### config.mk
export PLATFORM = sky130hd
export DESIGN_NAME = mae_ctrl
export DESIGN_NICKNAME = d
export VERILOG_FILES = /design/src/rtl/mae_pkg.sv /design/src/rtl/mae_ctrl.sv
export SDC_FILE = /design/constraint.sdc
export NUM_CORES = 1
export LEC_CHECK = 0
export ABC_CLOCK_PERIOD_IN_PS = 3000
export BUFFER_PORTS_ARGS = -buffer_cell sky130_fd_sc_hd__buf_2
export CORE_AREA = 2 2 39 41
export CTS_CLUSTER_DIAMETER = 40
export DETAILED_ROUTE_END_ITERATION = 7
export DIE_AREA = 0 0 41 43
export PLACE_DENSITY = 0.59
export SYNTH_ARGS = -nofsm -noshare
export SYNTH_HDL_FRONTEND = slang
export SYNTH_SLANG_ARGS = --single-unit
### constraint.sdc
create_clock -name clk -period 3 [get_ports clk]
set_input_delay 0.15 -clock clk [delete_from_list [all_inputs] [get_ports clk]]
set_output_delay 0.15 -clock clk [all_outputs]
set_load 0.05 [all_outputs]
### src/rtl/mae_pkg.sv
// ============================================================================
// Arithmetic executor package
// Shared constants, opcode names and the control/status structs that join
// the controller and the datapath.
// ============================================================================
package mae_pkg;

    localparam int DATA_W = 32;
    localparam int IDX_W = 5;
    localparam int OP_W = 4;
    localparam int REG_COUNT_DEFAULT = 32;
    localparam logic [DATA_W-1:0] TEXT_BASE_RESET = 32'h0040_0000;

    // Radix-2 divider: one quotient bit per cycle.
    localparam int DIV_STEPS = DATA_W;

    // Opcodes.
    localparam logic [OP_W-1:0] OP_ADD = 4'd0;
    localparam logic [OP_W-1:0] OP_SUB = 4'd1;
    localparam logic [OP_W-1:0] OP_MUL = 4'd2;
    localparam logic [OP_W-1:0] OP_DIV3 = 4'd3;
    localparam logic [OP_W-1:0] OP_ADDI = 4'd4;
    localparam logic [OP_W-1:0] OP_SUBI = 4'd5;
    localparam logic [OP_W-1:0] OP_MULT = 4'd6;
    localparam logic [OP_W-1:0] OP_DIV2 = 4'd7;
    localparam logic [OP_W-1:0] OP_MOVE = 4'd8;
    localparam logic [OP_W-1:0] OP_MFLO = 4'd9;
    localparam logic [OP_W-1:0] OP_MFHI = 4'd10;
    localparam logic [OP_W-1:0] OP_LI = 4'd11;

    // Register file read select.
    localparam logic [1:0] RSEL_A = 2'd0;
    localparam logic [1:0] RSEL_B = 2'd1;
    localparam logic [1:0] RSEL_D = 2'd2;

    typedef struct packed {
        logic       load;
        logic [1:0] rd_sel;
        logic       cap_a;
        logic       cap_b;
        logic       cap_d;
        logic       start;
        logic       div_step;
        logic       commit;
    } mae_cmd_t;

    typedef struct packed {
        logic is_div;
        logic out_free;
    } mae_status_t;

endpackage

### src/rtl/mae_ctrl.sv
// ============================================================================
// Arithmetic executor controller
// Sequences operand reads, the execute step, the divider iterations and the
// final commit of one request at a time.
// ============================================================================
module mae_ctrl
    import mae_pkg::*;
(
    input  logic        clk,
    input  logic        rst_n,
    input  logic        in_valid,
    output logic        in_stall,
    input  mae_status_t status,
    output mae_cmd_t    cmd
);

    localparam logic [2:0] S_IDLE = 3'd0;
    localparam logic [2:0] S_RDA = 3'd1;
    localparam logic [2:0] S_RDB = 3'd2;
    localparam logic [2:0] S_RDD = 3'd3;
    localparam logic [2:0] S_CAPD = 3'd4;
    localparam logic [2:0] S_EXEC = 3'd5;
    localparam logic [2:0] S_DIV = 3'd6;
    localparam logic [2:0] S_DONE = 3'd7;

    localparam int STEP_W = $clog2(DIV_STEPS);
    localparam logic [STEP_W-1:0] STEP_LAST = STEP_W'(DIV_STEPS - 1);

    logic [2:0]        state_reg, state_next;
    logic [STEP_W-1:0] step_reg, step_next;

    always_ff @(posedge clk or negedge rst_n)
    begin
        if (!rst_n)
        begin
            state_reg <= S_IDLE;
            step_reg <= '0;
        end
        else
        begin
            state_reg <= state_next;
            step_reg <= step_next;
        end
    end

    always_comb
    begin
        state_next = state_reg;
        step_next = step_reg;
        cmd = '0;
        cmd.rd_sel = RSEL_A;
        case (state_reg)
            S_IDLE:
            begin
                if (in_valid)
                begin
                    cmd.load = 1'b1;
                    state_next = S_RDA;
                end
            end
            S_RDA:
            begin
                cmd.rd_sel = RSEL_A;
                state_next = S_RDB;
            end
            S_RDB:
            begin
                cmd.rd_sel = RSEL_B;
                cmd.cap_a = 1'b1;
                state_next = S_RDD;
            end
            S_RDD:
            begin
                cmd.rd_sel = RSEL_D;
                cmd.cap_b = 1'b1;
                state_next = S_CAPD;
            end
            S_CAPD:
            begin
                cmd.cap_d = 1'b1;
                state_next = S_EXEC;
            end
            S_EXEC:
            begin
                cmd.start = 1'b1;
                step_next = '0;
                state_next = status.is_div ? S_DIV : S_DONE;
            end
            S_DIV:
            begin
                cmd.div_step = 1'b1;
                step_next = step_reg + 1'b1;
                if (step_reg == STEP_LAST)
                begin
                    state_next = S_DONE;
                end
            end
            S_DONE:
            begin
                if (status.out_free)
                begin
                    cmd.commit = 1'b1;
                    state_next = S_IDLE;
                end
            end
            default:
            begin
                state_next = S_IDLE;
            end
        endcase
    end

    assign in_stall = (state_reg != S_IDLE);

    // A request is taken only while the controller is idle.
    assert property (@(posedge clk) disable iff (!rst_n)
        cmd.load |=> (state_reg == S_RDA))
        else $error("load did not start the operand reads");

    // The divider runs its full count before the result is committed.
    assert property (@(posedge clk) disable iff (!rst_n)
        (state_reg == S_DIV && step_reg != STEP_LAST) |=> (state_reg == S_DIV))
        else $error("divider left early");

    // Commit returns the controller to idle.
    assert property (@(posedge clk) disable iff (!rst_n)
        cmd.commit |=> !in_stall)
        else $error("controller not idle after commit");

endmodule

== Word-level counts from Yosys, hierarchy flattened ==
Index checks and enable logic that the tools add are counted.
Word-level totals
  flip-flop bits (word level): 8
  output and inout bits: 10
  word-level logic and storage cells: 34
Cells by class
  $add $sub $neg: 1
  equal/unequal tests: 11
  mux-type cells: 16
  reductions and logical operators: 4
Operators by type and width (count)
  $pmux W3 S8: 1
  $eq A3 B3 Y1 const B: 4
  $mux W1: 10
  $pmux W5 S2: 1
  $mux W3: 3
  $eq A3 B2 Y1 const B: 2
  $ne A2 B2 Y1 const B: 3
  $add A5 B1 Y5 const B: 1
  $eq A5 B5 Y1 const B: 1
  $pmux W2 S2: 1
  $eq A3 B1 Y1 const B: 1
  $logic_not A3 Y1: 1
  $reduce_and A3 Y1: 1
  $reduce_bool A3 Y1: 1
  $reduce_bool A2 Y1: 1

== Logic depth before layout (Yosys ltp) ==
Gate-level depths: netlist of run 1.
  word-level depth: 3
  depth in mapped cells: 5
  mapped depth without buffers: 5

== Worst setup path before layout of run 1 ==
Ideal clock, no wire load.
  kind: register -> output
  start: reg state_reg[1]
  end: out cmd[6] (netlist bit)
  data arrival time: 2.088 ns
  path slack: 0.762 ns
  cell stages (with the launch flop): 4
  path through: dfrtp_1 buf_2 nor3b_1 buf_4
RTL lines
  start, declared: RTL line mae_ctrl.sv:29  | logic [2:0] state_reg, state_next;
  start signal, assigned: RTL line mae_ctrl.sv:41  | state_reg <= state_next;
  end, declared: RTL line mae_ctrl.sv:14  | output mae_cmd_t cmd

==> impl_metrics.json, run 1 <==
{
  "drive_gt1_share_pct": 38.3,
  "fin_nets": 69,
  "holdWs_ps": 188,
  "wl_met1_um": 410,
  "critPathKind": "register to output pin",
  "remaining_drc_errors": 0,
  "ant_nets": 0,
  "reg2reg_depth": 4,
  "ys_types": 24,
  "grt_pass1_vias": 356,
  "start_kind": "register",
  "gp_congestion": 0.697,
  "die_h_um": 43,
  "via_per_inst": 5.25,
  "overflow": 0,
  "timing.rr.start": "step_reg[0]$_DFFE_PN0P_",
  "fin_tns_setup_ps": 0,
  "area_delta_synth_final_pct": 21.6,
  "final_core_util_pct": 41.8,
  "cts_resized": 0,
  "route.met3.wl_um": 70,
  "fp.dieW_um": 41,
  "seq_area_sq_um": 200,
  "powerDensity_nw_per_um2": 1190,
  "pre_cts_ws_ps": 1650,
  "rsz0062_at_grt": "false",
  "finalSetupViolCount": 0,
  "largest_reg_flops": 5,
  "end_kind": "output pin",
  "ir_drop_mv": 0.435,
  "hold_viol": 0,
  "clk_pin_slew_ps": 50,
  "drt_iter0_markers": 3,
  "wl_per_cell_um": 11.5,
  "skew_ps": 0.269,
  "seq_area_frac_synth_pct": 42.1,
  "grt_usage_pct": 12.3,
  "clkSinkCount": 8,
  "crit_path_max_fanout": 9,
  "regToRegSetupSlack_ps": 1650,
  "portBuffers": 14,
  "routed.top_layer": "met4",
  "dr.pass1.iters": 3,
  "total_power_mw": 0.686,
  "multiInputGateArea_sq_um": 248,
  "grt_max_degree": 10,
  "hold_depth": 3,
  "syn_area_sq_um": 475,
  "final_max_slew_viol_count": 0,
  "nFillCells": 143,
  "outcome": "complete, no violations",
  "r2r-end": "step_reg[4]$_DFFE_PN0P_",
  "synth_nets": 52,
  "leakagePower_nw": 0.333,
  "vias": 399,
  "cp.required_ps": 2850,
  "hpwl_um": 664,
  "syn_area_per_cell_sq_um": 10.6,
  "io_pins": 15,
  "tightest_slew_ps": 280,
  "wl_um": 876,
  "period_share_pct": 51.8,
  "wl_met2_um": 360,
  "initial_utilization_pct": 34.4,
  "antenna_found_initial": 0,
  "synthCells": 45,
  "min_from": "status[0]",
  "num_antenna_cells": 0,
  "ys_warn_count": 0,
  "slew_headroom_pct": 81.3,
  "die-area_sq_um": 1760,
  "grt_pass1_wl_um": 1430,
  "finalCriticalPeriod_ps": 1550,
  "fmax_mhz": 644,
  "cts_buffer_depth": 2,
  "maxCapViolCount": 0,
  "ys_seq_elements": 8,
  "cts_buffers": 3,
  "htree_levels": 1,
  "worstHoldEndpoint": "state_reg[1]$_DFFE_PN0P_",
  "fin_ws_ps": 1450,
  "critical_path_arrival_ps": 1400,
  "clk_latency_ps": 250,
  "cts_tree": "yes",
  "root_buffer": "clkbuf_4",
  "placementRows": 14,
  "core_area_sq_um": 1380,
  "hold_path.class": "input pin to register"
}
[kinds of logic after synthesis]
group	Yosys count	share of synthesized area, %
simple gates	20	28.4
flops	8	42.1
compound gates	7	11.6
buf+inv	5	5.79
mux	3	6.84
fa+ha+maj	2	5.26
[worst max-delay path, stage by stage, from the launching register on]
cell and delay (ps):
dfrtp_1 500, and2_1 210, and3_1 180, buf_2 260
[synth_stat cells]
cell,n,area share (%)
mux2i_1,1,2.1
inv_1,1,0.79
o21bai_1,1,1.6
buf_2,1,1.1
inv_2,1,0.79
ha_1,2,5.3
or2b_1,1,1.6
nor3b_1,4,6.3
buf_4,2,3.2
nand3b_4,1,4.2
dfrtp_1,8,42
nor2_1,4,3.2
nand2_1,1,0.79
nor2_2,1,1.3
and3b_2,1,2.1
and2_1,1,1.3
a211o_1,1,1.8
a21o_1,1,1.6
and3_1,5,6.6
a21oi_1,1,1.1
a22o_1,2,3.7
nor3_1,1,1.1
mux2_2,2,4.7
a221oi_1,1,1.8
[repair_timing]
item | CTS | global route
hold buffers | 1 | 0
setup buffers | 0 | 0
endpoints found under the hold margin | 8 | 0
[worst max-delay path by stage]
stage                         endpoint  cells after the start  slack (ps)                      from
3_5_place_dp   step_reg[4]$_DFFE_PN0P_                      4        1650   step_reg[0]$_DFFE_PN0P_
2_1_floorplan                   cmd[6]                      3         760  state_reg[1]$_DFFE_PN0P_
6_report                        cmd[0]                      3        1450  state_reg[1]$_DFFE_PN0P_
3_3_place_gp   step_reg[4]$_DFFE_PN0P_                      4        1670   step_reg[0]$_DFFE_PN0P_
4_1_cts                         cmd[0]                      3        1430  state_reg[1]$_DFFE_PN0P_
5_1_grt                         cmd[0]                      3        1350  state_reg[1]$_DFFE_PN0P_
[cell usage in the layout (no fill, tap or decap), drive strengths merged, types with 2 or more instances in the layout]
cell type / count
clkbuf: 3
buf: 14
mux2: 2
and3: 5
nor3b: 4
dfrtp: 8
a22o: 2
inv: 2
nor2: 5
ha: 2
[routing by layer]
layer | track usage [%] | up-vias
met3 | 1.57 | 5
met5 | 0 | -
li1 | - | 194
met4 | 10.0 | 0
met2 | 18.4 | 17
met1 | 14.7 | 183
[layout make-up]
class                   count  area share [%]
multi-input cells          32            42.9
flip-flops and latches      8            34.6
repair buffers             15            13.9
clock buffers               3            3.90
well taps                  16            3.46
inverters                   2            1.30
[per-stage QoR]
step / cells / area (sq um)
after floorplan: 45 / 475
after CTS: 76 / 578
final: 76 / 578
after global placement: 72 / 546
after detailed placement: 72 / 546
after global routing: 76 / 578
[power breakdown]
group	total [mW]	leakage [nW]	switching [mW]	internal [mW]
sequential	0.211	0.0991	0.0590	0.152
clock	0.0820	0.0138	0.0362	0.0457
combinational	0.393	0.220	0.259	0.134
total	0.686	0.333	0.354	0.332
No activity file was read; power rests on OpenSTA's default activity.
==> inputs of run 2 (changes only) <==
--- a/config.mk
+++ b/config.mk
@@ -5,13 +5,14 @@
 export SDC_FILE = /design/constraint.sdc
 export NUM_CORES = 1
 export LEC_CHECK = 0
-export ABC_CLOCK_PERIOD_IN_PS = 3000
+export ABC_AREA = 1
+export ABC_CLOCK_PERIOD_IN_PS = 1300
 export BUFFER_PORTS_ARGS = -buffer_cell sky130_fd_sc_hd__buf_2
 export CORE_AREA = 2 2 39 41
 export CTS_CLUSTER_DIAMETER = 40
 export DETAILED_ROUTE_END_ITERATION = 7
 export DIE_AREA = 0 0 41 43
-export PLACE_DENSITY = 0.59
+export PLACE_DENSITY = 0.65
 export SYNTH_ARGS = -nofsm -noshare
 export SYNTH_HDL_FRONTEND = slang
 export SYNTH_SLANG_ARGS = --single-unit
==> constraint.sdc (replaced) <==
create_clock -name clk -period 1.3 [get_ports clk]
set_input_delay 0.065 -clock clk [delete_from_list [all_inputs] [get_ports clk]]
set_output_delay 0.065 -clock clk [all_outputs]
set_load 0.05 [all_outputs]
==> impl_metrics.json, run 2 <==
{
  "fin_ws_ps": 5.89,
  "core_area_sq_um": 1380,
  "ys_seq_elements": 8,
  "fmax_mhz": 773,
  "ys_types": 19,
  "fp.dieW_um": 41,
  "syn_area_per_cell_sq_um": 7.09,
  "end_kind": "output pin",
  "path_common_cell": "buf_6",
  "via_per_inst": 4.63,
  "ys_top_cells_by_area": "dfrtp_1 (39%), nand2_1 (13%), inv_1 (8.1%)",
  "timing.rr.start": "step_reg[1]$_DFFE_PN0P_",
  "wl_um": 1150,
  "outcome": "complete, no violations",
  "hpwl_um": 785,
  "portBuffers": 14,
  "die_h_um": 43,
  "cp.required_ps": 1240,
  "powerDensity_nw_per_um2": 2690,
  "seq_power_share_pct": 26.1,
  "clkSinkCount": 8,
  "clk_latency_ps": 260,
  "cp_slowest_cell": "dfrtp_2",
  "min_from": "status[0]",
  "area_delta_synth_final_pct": 52.5,
  "antenna_found_initial": 0,
  "leakagePower_nw": 0.417,
  "cts_buffers": 3,
  "maxCapViolCount": 0,
  "reg2reg_depth": 8,
  "switching_power_mw": 1.10,
  "synth_top_area_cell": "dfrtp_1",
  "placementRows": 14,
  "period_share_pct": 99.5,
  "overflow": 0,
  "sw_frac_of_total_pct": 52.5,
  "grt_pass1_vias": 498,
  "vias": 505,
  "synth.most_common_cell": "nand2_1",
  "grt_max_degree": 9,
  "regToRegSetupSlack_ps": 30,
  "fin_tns_setup_ps": 0,
  "finalInstanceArea_sq_um": 778,
  "critical_path_arrival_ps": 1230,
  "skew_ps": 2.75,
  "dr.pass1.iters": 2,
  "syn_area_sq_um": 510,
  "critical-path-max-stage-delay_ps": 470,
  "layout_common_cells": "nand2_1 (15), inv_1 (8), inv_2 (7), buf_4 (7), buf_6 (6)",
  "power.internal_mw": 0.995,
  "wl_per_cell_um": 10.5,
  "ir_drop_mv": 1.43,
  "hold_path.class": "input pin to register",
  "rsz0062_at_grt": "true",
  "pre_cts_ws_ps": 32.5,
  "pwr-share-clk_pct": 9.5,
  "io_pins": 15,
  "multiInputGateArea_sq_um": 298,
  "hold_depth": 4,
  "initial_utilization_pct": 36.9,
  "synth_nets": 79,
  "crit_path_max_fanout": 6,
  "seq_area_frac_synth_pct": 39.2,
  "nFillCells": 130,
  "synth_edf_count": 0,
  "final_max_slew_viol_count": 0,
  "htree_levels": 1,
  "largest_reg_flops": 5,
  "start_kind": "register",
  "hold_viol": 0,
  "clk_pin_slew_ps": 60,
  "comb_power_share_pct": 64.3,
  "ys_warn_count": 0,
  "fin_nets": 102,
  "cp_cell_sequence": "buf_6, nor3_4, buf_6",
  "finalCriticalPeriod_ps": 1290,
  "synthCells": 72,
  "num_antenna_cells": 0,
  "worstHoldEndpoint": "state_reg[0]$_DFFE_PN0P_",
  "ys_async_sr_fraction_pct": 100,
  "slew_headroom_pct": 83.7,
  "critPathKind": "register to output pin",
  "cts_tree": "yes",
  "gp_congestion": 0.702,
  "root_buffer": "clkbuf_4",
  "yosysTopAreaCellShare_pct": 39.2,
  "drt_iter0_markers": 5,
  "synth_ff_type": "dfrtp_1",
  "die-area_sq_um": 1760,
  "grt_pass1_wl_um": 1930,
  "final_common_cell": "nand2_1",
  "synthTopCellsByCount": "nand2_1 (18), inv_1 (11), nor2_1 (10), dfrtp_1 (8), nand3_1 (5)",
  "cts_buffer_depth": 2,
  "drive_gt1_share_pct": 55.9,
  "tightest_slew_ps": 247,
  "r2r-end": "state_reg[0]$_DFFE_PN0P_",
  "remaining_drc_errors": 0,
  "grt_usage_pct": 16.5,
  "ant_nets": 0,
  "seq_area_sq_um": 204,
  "placed_cell_area_sq_um": 637,
  "finalSetupViolCount": 0
}
-- run 2: through the flow --
stage	util, %	hold WS (ps)	total power [mW]	cells
final	56.2	87.5	2.09	109
after global routing	56.2	116	2.27	109
after CTS	51.5	87.2	1.97	106
after detailed placement	46.0	-81.3	1.65	102
after global placement	46.0	-80.5	1.64	102
after floorplan	-	-231	1.41	72
-- run 2: cell families (layout without fill, tap and decap cells) --
logic type | count (synthesis) | count (layout) | share of synthesized area, %
simple gates | 40 | 40 | 35.3
buf+inv | 18 | 39 | 14.9
flops | 8 | 8 | 39.2
compound gates | 3 | 3 | 3.67
fa+ha+maj | 2 | 2 | 4.90
mux | 1 | 1 | 1.96
-- run 2: critical path: cells and delay by family (launching register included) --
kind          cells  cell delay [ps]
buf+inv           2              340
simple gates      1              160
flops             1              470
-- run 2: routing by layer --
| layer | global-route usage (%) | vias to the layer above | routed length (um) |
|---|---|---|---|
| met3 | 3.14 | 5 | 42 |
| met2 | 28.4 | 14 | 630 |
| met4 | 10.0 | 0 | 29 |
| met5 | 0 | - | 0 |
| met1 | 17.0 | 223 | 448 |
| li1 | - | 263 | - |
-- run 2: how the worst max path moves through the flow --
stage                                   from                  endpoint  cells past startpoint
floorplan           state_reg[2]$_DFFE_PN0P_                    cmd[6]                      3
global placement     step_reg[1]$_DFFE_PN0P_  state_reg[0]$_DFFE_PN0P_                      8
finish              state_reg[0]$_DFFE_PN0P_                    cmd[6]                      3
detailed placement   step_reg[1]$_DFFE_PN0P_  state_reg[0]$_DFFE_PN0P_                      8
global route         step_reg[1]$_DFFE_PN0P_  state_reg[0]$_DFFE_PN0P_                      8
CTS                 state_reg[0]$_DFFE_PN0P_                    cmd[2]                      4
-- run 2: power groups by stage --
stage | Combinational, mW | Clock, mW | Sequential, mW
floorplan | 0.946 | 0 | 0.460
global placement | 1.12 | 0 | 0.511
detailed placement | 1.14 | 0 | 0.514
CTS | 1.23 | 0.204 | 0.537
global route | 1.49 | 0.217 | 0.565
finish | 1.35 | 0.200 | 0.547
-- run 2: repair_timing --
item	in CTS	in global routing
endpoints found under the setup margin	10	13
hold buffers	1	0
buffers inserted	0	3
pin swaps	1	5
endpoints found under the hold margin	8	0
resized for setup	17	16
-- run 2: layout make-up --
type                            instances  area share (%)
Clock buffer                            3            2.89
Inverter                               15            7.23
Multi-Input combinational cell         46            38.3
Sequential cell                         8            26.2
Tap cell                               16            2.57
Timing Repair Buffer                   21            22.8
